**src/design/lkw_pkg.sv**
```systemverilog
// ----------------------------------------------------------------------------
// lkw_pkg: shared types and constants of the kernel weight generator
// Kernel kinds, queue entry layout, sine series coefficients, saturation.
// ----------------------------------------------------------------------------
package lkw_pkg;

    localparam logic [2:0] MODE_NEAREST  = 3'd0;
    localparam logic [2:0] MODE_BILINEAR = 3'd1;
    localparam logic [2:0] MODE_LANCZOS2 = 3'd2;
    localparam logic [2:0] MODE_LANCZOS3 = 3'd3;
    localparam logic [2:0] MODE_LANCZOS4 = 3'd4;

    localparam logic signed [17:0] W_MAX = 18'sh1ffff;
    localparam logic signed [17:0] W_MIN = 18'sh20000;

    typedef enum logic [2:0] {
        K_NEAREST  = 3'd0,
        K_BILINEAR = 3'd1,
        K_LANCZOS  = 3'd2,
        K_IMPULSE  = 3'd3,
        K_INVALID  = 3'd4
    } kind_t;

    typedef struct packed {
        kind_t       kind;
        logic [2:0]  order;
        logic [15:0] pos;
    } item_t;

    // odd taylor terms of sin(pi*v), q30
    function automatic logic [32:0] sin_coef(input logic [2:0] idx);
        logic [32:0] c;
        case (idx)
            3'd0:    c = 33'd3373259426;
            3'd1:    c = 33'd5548789346;
            3'd2:    c = 33'd2738217788;
            3'd3:    c = 33'd643455389;
            3'd4:    c = 33'd88203474;
            3'd5:    c = 33'd7913940;
            3'd6:    c = 33'd500689;
            default: c = 33'd0;
        endcase
        return c;
    endfunction

    function automatic logic signed [17:0] sat18(input logic signed [39:0] w);
        logic signed [17:0] r;
        if (w > 40'sd131071) begin
            r = W_MAX;
        end else if (w < -40'sd131072) begin
            r = W_MIN;
        end else begin
            r = w[17:0];
        end
        return r;
    endfunction

endpackage

```
**src/design/lkw_front.sv**
```systemverilog
// ----------------------------------------------------------------------------
// lkw_front: input side of the kernel weight generator
// Accepts shift/mode items, classifies the kernel and queues them (2 deep).
// ----------------------------------------------------------------------------
module lkw_front (
    input  logic           aclk,
    input  logic           aresetn,
    input  logic           s_valid,
    output logic           s_ready,
    input  logic [15:0]    s_pos,
    input  logic [2:0]     s_mode,
    output logic           q_valid,
    output lkw_pkg::item_t q_item,
    input  logic           q_pop
);

    lkw_pkg::item_t entry_reg [2];
    logic           wr_ptr_reg;
    logic           rd_ptr_reg;
    logic [1:0]     count_reg;
    lkw_pkg::item_t cls;
    logic           push;

    always_comb begin
        cls.pos   = s_pos;
        cls.order = s_mode;
        case (s_mode) inside
            lkw_pkg::MODE_NEAREST:  cls.kind = lkw_pkg::K_NEAREST;
            lkw_pkg::MODE_BILINEAR: cls.kind = lkw_pkg::K_BILINEAR;
            [lkw_pkg::MODE_LANCZOS2:lkw_pkg::MODE_LANCZOS4]: begin
                // zero shift gives the centred impulse
                cls.kind = (s_pos == 16'd0) ? lkw_pkg::K_IMPULSE : lkw_pkg::K_LANCZOS;
            end
            default:                cls.kind = lkw_pkg::K_INVALID;
        endcase
    end

    assign s_ready = (count_reg != 2'd2);
    assign push    = s_valid && s_ready;
    assign q_valid = (count_reg != 2'd0);
    assign q_item  = entry_reg[rd_ptr_reg];

    always_ff @(posedge aclk) begin
        if (push) begin
            entry_reg[wr_ptr_reg] <= cls;
        end
    end

    always_ff @(posedge aclk) begin
        if (!aresetn) begin
            wr_ptr_reg <= 1'b0;
            rd_ptr_reg <= 1'b0;
            count_reg  <= 2'd0;
        end else begin
            if (push) begin
                wr_ptr_reg <= ~wr_ptr_reg;
            end
            if (q_pop) begin
                rd_ptr_reg <= ~rd_ptr_reg;
            end
            count_reg <= count_reg + {1'b0, push} - {1'b0, q_pop};
        end
    end

endmodule

```
**src/design/lkw_div.sv**
```systemverilog
// ----------------------------------------------------------------------------
// lkw_div: shared restoring divider
// One quotient bit per cycle; done pulses when quo holds the result.
// ----------------------------------------------------------------------------
module lkw_div #(
    parameter int DW = 56,
    parameter int VW = 37
) (
    input  logic          aclk,
    input  logic          aresetn,
    input  logic          start,
    input  logic [DW-1:0] dividend,
    input  logic [VW-1:0] divisor,
    output logic          done,
    output logic [DW-1:0] quo
);

    localparam int CW = $clog2(DW + 1);

    logic [VW-1:0] rem_reg;
    logic [DW-1:0] quo_reg;
    logic [VW-1:0] dvs_reg;
    logic [CW-1:0] cnt_reg;
    logic          run_reg;
    logic          done_reg;
    logic [VW:0]   trial;
    logic          ge;

    assign trial = {rem_reg, quo_reg[DW-1]};
    assign ge    = (trial >= {1'b0, dvs_reg});
    assign done  = done_reg;
    assign quo   = quo_reg;

    always_ff @(posedge aclk) begin
        if (start) begin
            rem_reg <= '0;
            quo_reg <= dividend;
            dvs_reg <= divisor;
        end else if (run_reg) begin
            rem_reg <= ge ? VW'(trial - {1'b0, dvs_reg}) : trial[VW-1:0];
            quo_reg <= {quo_reg[DW-2:0], ge};
        end
    end

    always_ff @(posedge aclk) begin
        if (!aresetn) begin
            cnt_reg  <= '0;
            run_reg  <= 1'b0;
            done_reg <= 1'b0;
        end else begin
            done_reg <= run_reg && (cnt_reg == CW'(1));
            if (start) begin
                cnt_reg <= CW'(DW);
                run_reg <= 1'b1;
            end else if (run_reg) begin
                cnt_reg <= cnt_reg - CW'(1);
                if (cnt_reg == CW'(1)) begin
                    run_reg <= 1'b0;
                end
            end
        end
    end

endmodule

```
**src/design/lkw_back.sv**
```systemverilog
// ----------------------------------------------------------------------------
// lkw_back: weight engine of the kernel weight generator
// Sequences sine, raw taps, sum normalisation and the output register.
// ----------------------------------------------------------------------------
module lkw_back #(
    parameter int FRAC_BITS = 16
) (
    input  logic                aclk,
    input  logic                aresetn,
    input  logic                q_valid,
    input  lkw_pkg::item_t      q_item,
    output logic                q_pop,
    input  logic                m_ready,
    output logic                m_valid,
    output logic [2:0]          m_tap_index,
    output logic signed [17:0]  m_weight,
    output logic                m_last,
    output logic                m_error
);

    localparam int DW = (FRAC_BITS + 38 > 56) ? FRAC_BITS + 38 : 56;
    localparam int VW = 37;

    typedef enum logic [14:0] {
        ST_IDLE   = 15'h0001,
        ST_SIMPLE = 15'h0002,
        ST_UDIV   = 15'h0004,
        ST_UWAIT  = 15'h0008,
        ST_SQ     = 15'h0010,
        ST_HORN   = 15'h0020,
        ST_VP     = 15'h0040,
        ST_M2     = 15'h0080,
        ST_QDIV   = 15'h0100,
        ST_QWAIT  = 15'h0200,
        ST_CHK    = 15'h0400,
        ST_NORM   = 15'h0800,
        ST_WDIV   = 15'h1000,
        ST_WWAIT  = 15'h2000,
        ST_WEMIT  = 15'h4000
    } state_t;

    state_t               state_reg;
    lkw_pkg::kind_t       kind_reg;
    logic [2:0]           order_reg;
    logic [15:0]          pos_reg;
    logic [2:0]           k_reg;
    logic [18:0]          m_reg;
    logic                 neg_reg;
    logic [29:0]          v_reg;
    logic [28:0]          v2_reg;
    logic [32:0]          p_reg;
    logic [2:0]           hidx_reg;
    logic [30:0]          sn_reg;
    logic [36:0]          m2_reg;
    logic [55:0]          raw_mag_reg [8];
    logic [7:0]           raw_neg_reg;
    logic signed [59:0]   sum_reg;
    logic [4:0]           s_reg;
    logic [31:0]          dhalf_reg;
    logic [32:0]          d_reg;
    logic signed [17:0]   wt_reg;
    logic                 m_valid_reg;
    logic [2:0]           tap_reg;
    logic signed [17:0]   weight_reg;
    logic                 last_reg;
    logic                 error_reg;

    logic                 out_free;
    logic [2:0]           tap_last;
    logic                 is_last;
    logic signed [20:0]   tap_off;
    logic signed [20:0]   t;
    logic [20:0]          t_abs;
    logic [32:0]          mul_a;
    logic [32:0]          mul_b;
    logic [65:0]          prod;
    logic [65:0]          prod_rnd;
    logic [35:0]          rnd;
    logic [32:0]          u_num;
    logic [31:0]          u;
    logic [29:0]          v_fold;
    logic [55:0]          q_mag;
    logic                 q_neg;
    logic [58:0]          sum_mag;
    logic [58:0]          sum_sh;
    logic [31:0]          dhalf_c;
    logic [58:0]          d_full;
    logic [56:0]          mm_full;
    logic [37:0]          mm;
    logic                 div_start;
    logic [DW-1:0]        div_dividend;
    logic [VW-1:0]        div_divisor;
    logic                 div_done;
    logic [DW-1:0]        div_quo;
    logic signed [17:0]   wq;
    logic signed [39:0]   one40;
    logic [32:0]          p33;
    logic signed [39:0]   pf40;
    logic signed [17:0]   simple_w;
    logic                 simple_last;

    assign out_free = !m_valid_reg || m_ready;
    assign q_pop    = (state_reg == ST_IDLE) && q_valid;

    // 2a taps for lanczos: 2a-1 from the low order bits
    always_comb begin
        case (kind_reg)
            lkw_pkg::K_NEAREST:  tap_last = 3'd0;
            lkw_pkg::K_BILINEAR: tap_last = 3'd1;
            lkw_pkg::K_INVALID:  tap_last = 3'd0;
            default:             tap_last = 3'({order_reg[1:0], 1'b0} - 3'd1);
        endcase
    end
    assign is_last = (k_reg == tap_last);

    // distance of tap k from the sample point
    assign tap_off = $signed({18'd0, order_reg}) - 21'sd1 - $signed({18'd0, k_reg});
    assign t       = $signed({5'd0, pos_reg}) + (tap_off <<< 16);
    assign t_abs   = t[20] ? 21'(-t) : 21'(t);

    assign u_num = {m_reg, 14'd0} + 33'(order_reg >> 1);

    always_comb begin
        case (state_reg)
            ST_UWAIT: begin mul_a = u_num;       mul_b = 33'h0_AAAA_AAAB; end
            ST_SQ:   begin mul_a = 33'(v_reg);  mul_b = 33'(v_reg); end
            ST_HORN: begin mul_a = 33'(v2_reg); mul_b = p_reg;      end
            ST_VP:   begin mul_a = 33'(v_reg);  mul_b = p_reg;      end
            ST_M2:   begin mul_a = 33'(m_reg);  mul_b = 33'(m_reg); end
            default: begin mul_a = '0;          mul_b = '0;         end
        endcase
    end
    assign prod     = 66'(mul_a) * 66'(mul_b);
    assign prod_rnd = prod + 66'(32'h2000_0000);
    assign rnd      = prod_rnd[65:30];

    // phase over a: shifts for orders 2 and 4, reciprocal multiply for order 3
    always_comb begin
        case (order_reg)
            lkw_pkg::MODE_LANCZOS2: u = u_num[32:1];
            lkw_pkg::MODE_LANCZOS3: u = prod[64:33];
            default:                u = 32'(u_num >> 2);
        endcase
    end

    // phase folded into the first quarter turn
    assign v_fold = (u > 32'h2000_0000) ? 30'(32'h4000_0000 - u) : u[29:0];

    assign q_mag = div_quo[55:0];
    assign q_neg = neg_reg ^ ~(order_reg[0] ^ k_reg[0]);

    assign sum_mag = sum_reg[58:0];
    assign sum_sh  = sum_mag >> s_reg;
    assign dhalf_c = (s_reg == 5'd0) ? 32'd0 : (32'd1 << (s_reg - 5'd1));
    assign d_full  = (sum_mag + 59'(dhalf_c)) >> s_reg;

    assign mm_full = (57'(raw_mag_reg[k_reg]) + 57'(dhalf_reg)) >> s_reg;
    assign mm      = (mm_full > 57'h20_0000_0000) ? 38'h20_0000_0000 : mm_full[37:0];

    always_comb begin
        div_start    = 1'b0;
        div_dividend = '0;
        div_divisor  = '0;
        case (state_reg)
            ST_QDIV: begin
                div_start    = 1'b1;
                div_dividend = (DW'(sn_reg) << 24) + DW'(m2_reg >> 1);
                div_divisor  = m2_reg;
            end
            ST_WDIV: begin
                div_start    = 1'b1;
                div_dividend = (DW'(mm) << FRAC_BITS) + DW'(d_reg >> 1);
                div_divisor  = VW'(d_reg);
            end
            default: begin
                div_start = 1'b0;
            end
        endcase
    end

    lkw_div #(
        .DW (DW),
        .VW (VW)
    ) u_div (
        .aclk     (aclk),
        .aresetn  (aresetn),
        .start    (div_start),
        .dividend (div_dividend),
        .divisor  (div_divisor),
        .done     (div_done),
        .quo      (div_quo)
    );

    // saturated signed weight from the quotient magnitude
    always_comb begin
        if (raw_neg_reg[k_reg]) begin
            wq = (div_quo > DW'(131072)) ? lkw_pkg::W_MIN : $signed(18'(-div_quo[17:0]));
        end else begin
            wq = (div_quo > DW'(131071)) ? lkw_pkg::W_MAX : $signed(div_quo[17:0]);
        end
    end

    assign one40 = 40'sd1 <<< FRAC_BITS;
    assign p33   = {1'b0, pos_reg, 16'd0} + (33'd1 << (31 - FRAC_BITS));
    assign pf40  = $signed(40'(p33 >> (32 - FRAC_BITS)));

    always_comb begin
        simple_last = is_last;
        case (kind_reg)
            lkw_pkg::K_NEAREST:  simple_w = lkw_pkg::sat18(one40);
            lkw_pkg::K_BILINEAR: begin
                simple_w = (k_reg == 3'd0) ? lkw_pkg::sat18(one40 - pf40)
                                           : lkw_pkg::sat18(pf40);
            end
            lkw_pkg::K_IMPULSE: begin
                simple_w = (k_reg == 3'(order_reg - 3'd1)) ? lkw_pkg::sat18(one40) : 18'sd0;
            end
            default:             simple_w = 18'sd0;
        endcase
    end

    always_ff @(posedge aclk) begin
        case (state_reg)
            ST_IDLE: begin
                kind_reg  <= q_item.kind;
                order_reg <= q_item.order;
                pos_reg   <= q_item.pos;
                sum_reg   <= '0;
            end
            ST_UDIV: begin
                m_reg   <= t_abs[18:0];
                neg_reg <= t[20];
            end
            ST_UWAIT: begin
                v_reg <= v_fold;
            end
            ST_SQ: begin
                v2_reg   <= rnd[28:0];
                p_reg    <= lkw_pkg::sin_coef(3'd6);
                hidx_reg <= 3'd5;
            end
            ST_HORN: begin
                p_reg    <= lkw_pkg::sin_coef(hidx_reg) - rnd[32:0];
                hidx_reg <= hidx_reg - 3'd1;
            end
            ST_VP: begin
                sn_reg <= rnd[30:0];
            end
            ST_M2: begin
                m2_reg <= prod[36:0];
            end
            ST_QWAIT: begin
                if (div_done) begin
                    raw_mag_reg[k_reg] <= q_mag;
                    raw_neg_reg[k_reg] <= q_neg;
                    sum_reg <= q_neg ? sum_reg - $signed({4'd0, q_mag})
                                     : sum_reg + $signed({4'd0, q_mag});
                end
            end
            ST_CHK: begin
                s_reg <= 5'd0;
                if (sum_reg <= 60'sd0) begin
                    kind_reg <= lkw_pkg::K_IMPULSE;
                end
            end
            ST_NORM: begin
                if (|sum_sh[58:32]) begin
                    s_reg <= s_reg + 5'd1;
                end else begin
                    dhalf_reg <= dhalf_c;
                    d_reg     <= d_full[32:0];
                end
            end
            ST_WWAIT: begin
                if (div_done) begin
                    wt_reg <= wq;
                end
            end
            default: begin
                hidx_reg <= hidx_reg;
            end
        endcase
    end

    always_ff @(posedge aclk) begin
        if (!aresetn) begin
            state_reg   <= ST_IDLE;
            k_reg       <= 3'd0;
            m_valid_reg <= 1'b0;
        end else begin
            if (m_valid_reg && m_ready) begin
                m_valid_reg <= 1'b0;
            end
            case (state_reg)
                ST_IDLE: begin
                    k_reg <= 3'd0;
                    if (q_valid) begin
                        state_reg <= (q_item.kind == lkw_pkg::K_LANCZOS) ? ST_UDIV : ST_SIMPLE;
                    end
                end
                ST_SIMPLE: begin
                    if (out_free) begin
                        m_valid_reg <= 1'b1;
                        tap_reg     <= k_reg;
                        weight_reg  <= simple_w;
                        last_reg    <= simple_last;
                        error_reg   <= (kind_reg == lkw_pkg::K_INVALID);
                        k_reg       <= k_reg + 3'd1;
                        if (simple_last) begin
                            state_reg <= ST_IDLE;
                        end
                    end
                end
                ST_UDIV:  state_reg <= ST_UWAIT;
                ST_UWAIT: state_reg <= ST_SQ;
                ST_SQ:    state_reg <= ST_HORN;
                ST_HORN: begin
                    if (hidx_reg == 3'd0) begin
                        state_reg <= ST_VP;
                    end
                end
                ST_VP:    state_reg <= ST_M2;
                ST_M2:    state_reg <= ST_QDIV;
                ST_QDIV:  state_reg <= ST_QWAIT;
                ST_QWAIT: begin
                    if (div_done) begin
                        if (is_last) begin
                            state_reg <= ST_CHK;
                        end else begin
                            k_reg     <= k_reg + 3'd1;
                            state_reg <= ST_UDIV;
                        end
                    end
                end
                ST_CHK: begin
                    k_reg     <= 3'd0;
                    state_reg <= (sum_reg <= 60'sd0) ? ST_SIMPLE : ST_NORM;
                end
                ST_NORM: begin
                    if (!(|sum_sh[58:32])) begin
                        state_reg <= ST_WDIV;
                    end
                end
                ST_WDIV:  state_reg <= ST_WWAIT;
                ST_WWAIT: begin
                    if (div_done) begin
                        state_reg <= ST_WEMIT;
                    end
                end
                ST_WEMIT: begin
                    if (out_free) begin
                        m_valid_reg <= 1'b1;
                        tap_reg     <= k_reg;
                        weight_reg  <= wt_reg;
                        last_reg    <= is_last;
                        error_reg   <= 1'b0;
                        k_reg       <= k_reg + 3'd1;
                        state_reg   <= is_last ? ST_IDLE : ST_WDIV;
                    end
                end
                default: state_reg <= ST_IDLE;
            endcase
        end
    end

    assign m_valid     = m_valid_reg;
    assign m_tap_index = tap_reg;
    assign m_weight    = weight_reg;
    assign m_last      = last_reg;
    assign m_error     = error_reg;

endmodule

```
**src/design/lanczos_kernel_weights.sv**
```systemverilog
// Nearest, bilinear, zero shift and bad mode give one tap per cycle while the
// receiver is ready; lanczos computes each raw tap with the shared divider, then
// normalises the sum by shifts and divides again per tap; DW = max(56, FRAC_BITS+38)
// in the one-bit-a-cycle divider. Input: a two-entry queue takes items while the
// engine works. Reset: synchronous active-low aresetn empties the queue, idles the
// engine and drops any pending result.
// ----------------------------------------------------------------------------
// lanczos_kernel_weights: interpolation kernel weight generator
// Per fractional shift, emits nearest, bilinear or lanczos weights tap by tap; a bad mode gives an error tap.
// ----------------------------------------------------------------------------
module lanczos_kernel_weights #(
    parameter int FRAC_BITS = 16
) (
    input  logic               aclk,
    input  logic               aresetn,
    input  logic               s_valid,
    output logic               s_ready,
    input  logic [15:0]        s_pos,
    input  logic [2:0]         s_mode,
    output logic               m_valid,
    input  logic               m_ready,
    output logic [2:0]         m_tap_index,
    output logic signed [17:0] m_weight,
    output logic               m_last,
    output logic               m_error
);

    logic           q_valid;
    logic           q_pop;
    lkw_pkg::item_t q_item;

    lkw_front u_front (
        .aclk    (aclk),
        .aresetn (aresetn),
        .s_valid (s_valid),
        .s_ready (s_ready),
        .s_pos   (s_pos),
        .s_mode  (s_mode),
        .q_valid (q_valid),
        .q_item  (q_item),
        .q_pop   (q_pop)
    );

    lkw_back #(
        .FRAC_BITS (FRAC_BITS)
    ) u_back (
        .aclk        (aclk),
        .aresetn     (aresetn),
        .q_valid     (q_valid),
        .q_item      (q_item),
        .q_pop       (q_pop),
        .m_ready     (m_ready),
        .m_valid     (m_valid),
        .m_tap_index (m_tap_index),
        .m_weight    (m_weight),
        .m_last      (m_last),
        .m_error     (m_error)
    );

`ifndef ASSERT_OFF
    // an error result is a lone zero tap
    a_error_shape: assert property (@(posedge aclk) disable iff (!aresetn)
        m_valid && m_error |-> m_last && (m_tap_index == 3'd0) && (m_weight == 18'sd0))
        else $error("error result not a single zero tap");

    // the engine only takes an item that is queued
    a_pop_valid: assert property (@(posedge aclk) disable iff (!aresetn)
        q_pop |-> q_valid)
        else $error("queue popped while empty");

    // a first tap only follows a last tap
    a_tap_order: assert property (@(posedge aclk) disable iff (!aresetn)
        m_valid && m_ready && !m_last |=> !m_valid || (m_tap_index != 3'd0))
        else $error("kernel restarted before its last tap");
`endif

endmodule

```
**config.mk**
```make
export PLATFORM = sky130hd
export DESIGN_NAME = lanczos_kernel_weights
export DESIGN_NICKNAME = d
export VERILOG_FILES = /design/src/design/lkw_pkg.sv /design/src/design/lkw_front.sv /design/src/design/lkw_div.sv /design/src/design/lkw_back.sv /design/src/design/lanczos_kernel_weights.sv
export SDC_FILE = /design/constraint.sdc
export NUM_CORES = 2
export LEC_CHECK = 0
export BUFFER_PORTS_ARGS = -buffer_cell sky130_fd_sc_hd__buf_2
export CAP_MARGIN = 20
export CORE_MARGIN = 5
export CORE_UTILIZATION = 55
export DETAILED_ROUTE_END_ITERATION = 7
export GPL_TIMING_DRIVEN = 0
export PLACE_DENSITY = 0.71
export REMOVE_ABC_BUFFERS = 1
export SLEW_MARGIN = 10
export SYNTH_ARGS = -nofsm -noshare
export SYNTH_HDL_FRONTEND = slang
export SYNTH_SLANG_ARGS = --single-unit
```
**constraint.sdc**
```tcl
create_clock -name aclk -period 15.8 [get_ports aclk]
set_clock_uncertainty 0.05 [all_clocks]
set_input_delay 2.37 -clock aclk [delete_from_list [all_inputs] [get_ports aclk]]
set_output_delay 2.37 -clock aclk [all_outputs]
set_load 0.05 [all_outputs]
```
==> metrics.yaml <==
logic_synthesis:
  synthArstFlopShare_pct: 0
  synth.yosys.warnings: 0
  synth_top_family_by_area: "adder cells"
  synth_cell_types: 107
  yosysMostFrequentCell: "inv_1"
  yosys.area.top_type: "edfxtp_1"
  yosys.area_share.simple_pct: 14.1
  synth_area_leaders: "edfxtp_1, fa_1, ha_1, inv_1, nand2_1"
  yosysSeqAreaShare_pct: 30.7
  syn-cell-area_um2: 99300
  synth_edf_count: 969
  muxShareOfSynthArea_pct: 6.01
  synth_seq_cells: 1041
  synthCells: 10100
  synthAdderAreaFrac_pct: 25.8
  syn_area_per_cell_um2: 9.84
  synth_ff_type: "edfxtp_1"
  yosysTopAreaCellShare_pct: 29.3
  synthTopCellsByCount: "inv_1, nand2_1, nor2_1"
  synth-compound-area-share_pct: 12.6
  yosys.area_share.xor_xnor_pct: 4.03
sta:
  hold_violations: 0
  setup_slack_ns: 0.674
  period_needed_ns: 15.13
  slew_viol_final: 0
  max_freq_ghz: 0.0661
  timing.hold.ws_ns: 0.434
  tns_ns: 0
  final-setup-viol-count: 0
  fin_crit_sh_pct: 95.7
  max_slew_margin_pct: 15.2
  worstMarginPinSlew_ns: 1.27
cts:
  cts_hold_buf: 0
  clock_path_buffers: 3
  htreeDepth: 3
  cts_root_buf: "clkbuf_16"
  cts.clk_slew.worst_paths_ns: 0.07
  clk_latency_ns: 0.77
  cts_tree: "built"
  cts_made_buffers: 107
  numClockSinks: 1041
layout:
  areaGrowthSynthToFinish_pct: 9.49
  fin_nets: 11500
  drive_above_1_share_pct: 8.46
  final_area_um2: 109000
  largest_reg_flops: 448
  filler_cell_count: 14700
setup_path:
  r2r_start: "u_back.state_reg[12]"
  path_class: "flip-flop to flip-flop"
  cp-end-kind: "flip-flop"
  reg2reg_to: "u_back.p_reg[31]"
  crit_path_frequent_cell: "fa_1"
  critPathMaxFanout: 44
  rr_worst_depth: 52
  setup.worst_path.start_class: "flip-flop"
  cp.arrival_ns: 15.60
  cp_slowest_cell: "nand2_2"
  required_ns: 16.28
  rrSetupSlack_ns: 0.67
  worst_path_largest_cell_delay_ns: 0.59
drt:
  drt_iter0_markers: 9034
  vias_per_cell: 6.44
  vias: 80300
  drc: 0
  wl_per_cell_um: 27.5
  antenna_left: 0
  drt-pass1-iter-count: 8
  wirelength_mm: 342
floorplan:
  row_count: 156
  core_um2: 180000
  die_y_um: 435
  die_w_um: 435
  ios: 48
  fp.dieArea_um2: 189000
  initial_core_util_pct: 55.1
hold_path:
  holdPathEnd: "u_back.u_div.rem_reg[36]"
  min_path_type: "flip-flop to flip-flop"
  min_path_cells: 2
  min-delay-start: "u_back.u_div.rem_reg[36]"
placement:
  port_buffers: 47
  place.gp.congestion: 1.03
  hpwl_mm: 270
  place_ws_ns: 0.184
  postPlaceCellArea_um2: 105000
global_route:
  grt_max_degree: 84
  grt_pass1_vias: 80200
  grt_usage_pct: 35.6
  overflow: 0
  antenna_found_initial: 9
  grt_pass1_wl_mm: 510
run_status:
  status: "finished, final reports clean"
power_and_ir_drop:
  peakVddDrop_mv: 0.116
  leakagePower_uw: 0.0454
  power_density_nw_per_um2: 102
job:
  maxCapViolCount: 0
[per-stage QoR]
| stage | utilization (%) | total power (µW) | std cells |
|---|---|---|---|
| 5_1_grt | 60.4 | 11600 | 12500 |
| 4_1_cts | 60.2 | 11000 | 12400 |
| 3_3_place_gp | 55.9 | 8220 | 12000 |
| 3_5_place_dp | 58.1 | 8290 | 12200 |
| 6_report | 60.4 | 11100 | 12500 |
| 2_1_floorplan | - | 6980 | 9627 |
[worst max-delay path, delay by kind of cell, from the launching register on]
family / cells / cell delay (ns)
XOR/XNOR: 2 / 0.51
adder cells (fa/ha/maj): 10 / 5.17
AO/OA/AOI/OAI: 14 / 3.18
buffers and inverters: 7 / 0.72
AND/OR/NAND/NOR: 19 / 4.77
flip-flops: 1 / 0.39
[timing repair]
action / in CTS / in global routing
gates resized for setup: 0 / 32
buffers inserted: 0 / 8
endpoints found under the setup margin: 0 / 13
[routing by layer]
layer | wire [µm] | GRT usage, % | share of wire, %
met4 | 27900 | 22.9 | 8.1
met2 | 154000 | 56.2 | 45
met1 | 127000 | 45.1 | 37
met3 | 32600 | 6.93 | 9.5
met5 | 13 | 0 | 0.0038
[logic make-up (layout without fill, tap and decap cells)]
logic type,after synthesis,in the layout
flip-flops,1041,1041
adder cells (fa/ha/maj),1469,1469
buffers and inverters,1776,1723
AND/OR/NAND/NOR,3102,3102
AO/OA/AOI/OAI,1828,1828
XOR/XNOR,457,457
multiplexers,414,414
other,2,50
[worst max-delay path by stage]
stage	cells after the start	start	endpoint	slack, ns
after floorplan	49	u_back.state_reg[1]	u_back.p_reg[32]	-0.98
after global placement	50	u_back.state_reg[12]	u_back.p_reg[32]	-7.93
after CTS	49	u_back.state_reg[4]	u_back.p_reg[30]	0.07
final	52	u_back.state_reg[12]	u_back.p_reg[31]	0.67
after detailed placement	49	u_back.state_reg[4]	u_back.p_reg[32]	0.18
after global routing	51	u_back.state_reg[12]	u_back.p_reg[31]	-0.02
[final cells by class]
cell class	count	area, µm²	share of cell area, %
multi-input combinational	7317	63100	58.0
inverter	1269	4810	4.42
sequential	1041	30600	28.1
clock buffer	131	2780	2.55
timing repair buffer	251	3620	3.33
tap	2370	2970	2.73
clock inverter	72	956	0.879
antenna	3	7.51	0.00690
[cell usage in the layout, fill, tap and decap left out, types with 77 or more instances in the layout]
| cell type | netlist | routed |
|---|---|---|
| a211oi_1 | 122 | 122 |
| a21o_1 | 137 | 137 |
| a21oi_1 | 394 | 392 |
| and2_1 | 79 | 79 |
| and3_1 | 89 | 87 |
| clkbuf_16 | 0 | 107 |
| edfxtp_1 | 969 | 969 |
| fa_1 | 965 | 965 |
| ha_1 | 504 | 504 |
| inv_1 | 1264 | 1259 |
| mux2_2 | 111 | 111 |
| mux2i_1 | 169 | 169 |
| mux4_2 | 126 | 126 |
| nand2_1 | 1084 | 1073 |
| nand2b_1 | 77 | 77 |
| nand3_1 | 151 | 149 |
| nor2_1 | 1061 | 1043 |
| nor3_1 | 139 | 136 |
| o211ai_1 | 85 | 85 |
| o21ai_0 | 337 | 332 |
| or3_1 | 78 | 77 |
| xnor2_1 | 275 | 273 |
| xor2_1 | 182 | 179 |
[where the power goes]
group / internal, µW / leakage (µW) / switching (µW)
clock network: 1530 / 0.00178 / 1160
logic: 1930 / 0.0340 / 2920
registers: 3250 / 0.00961 / 297
total: 6710 / 0.0454 / 4380
Power figures use the tool's default switching activity.
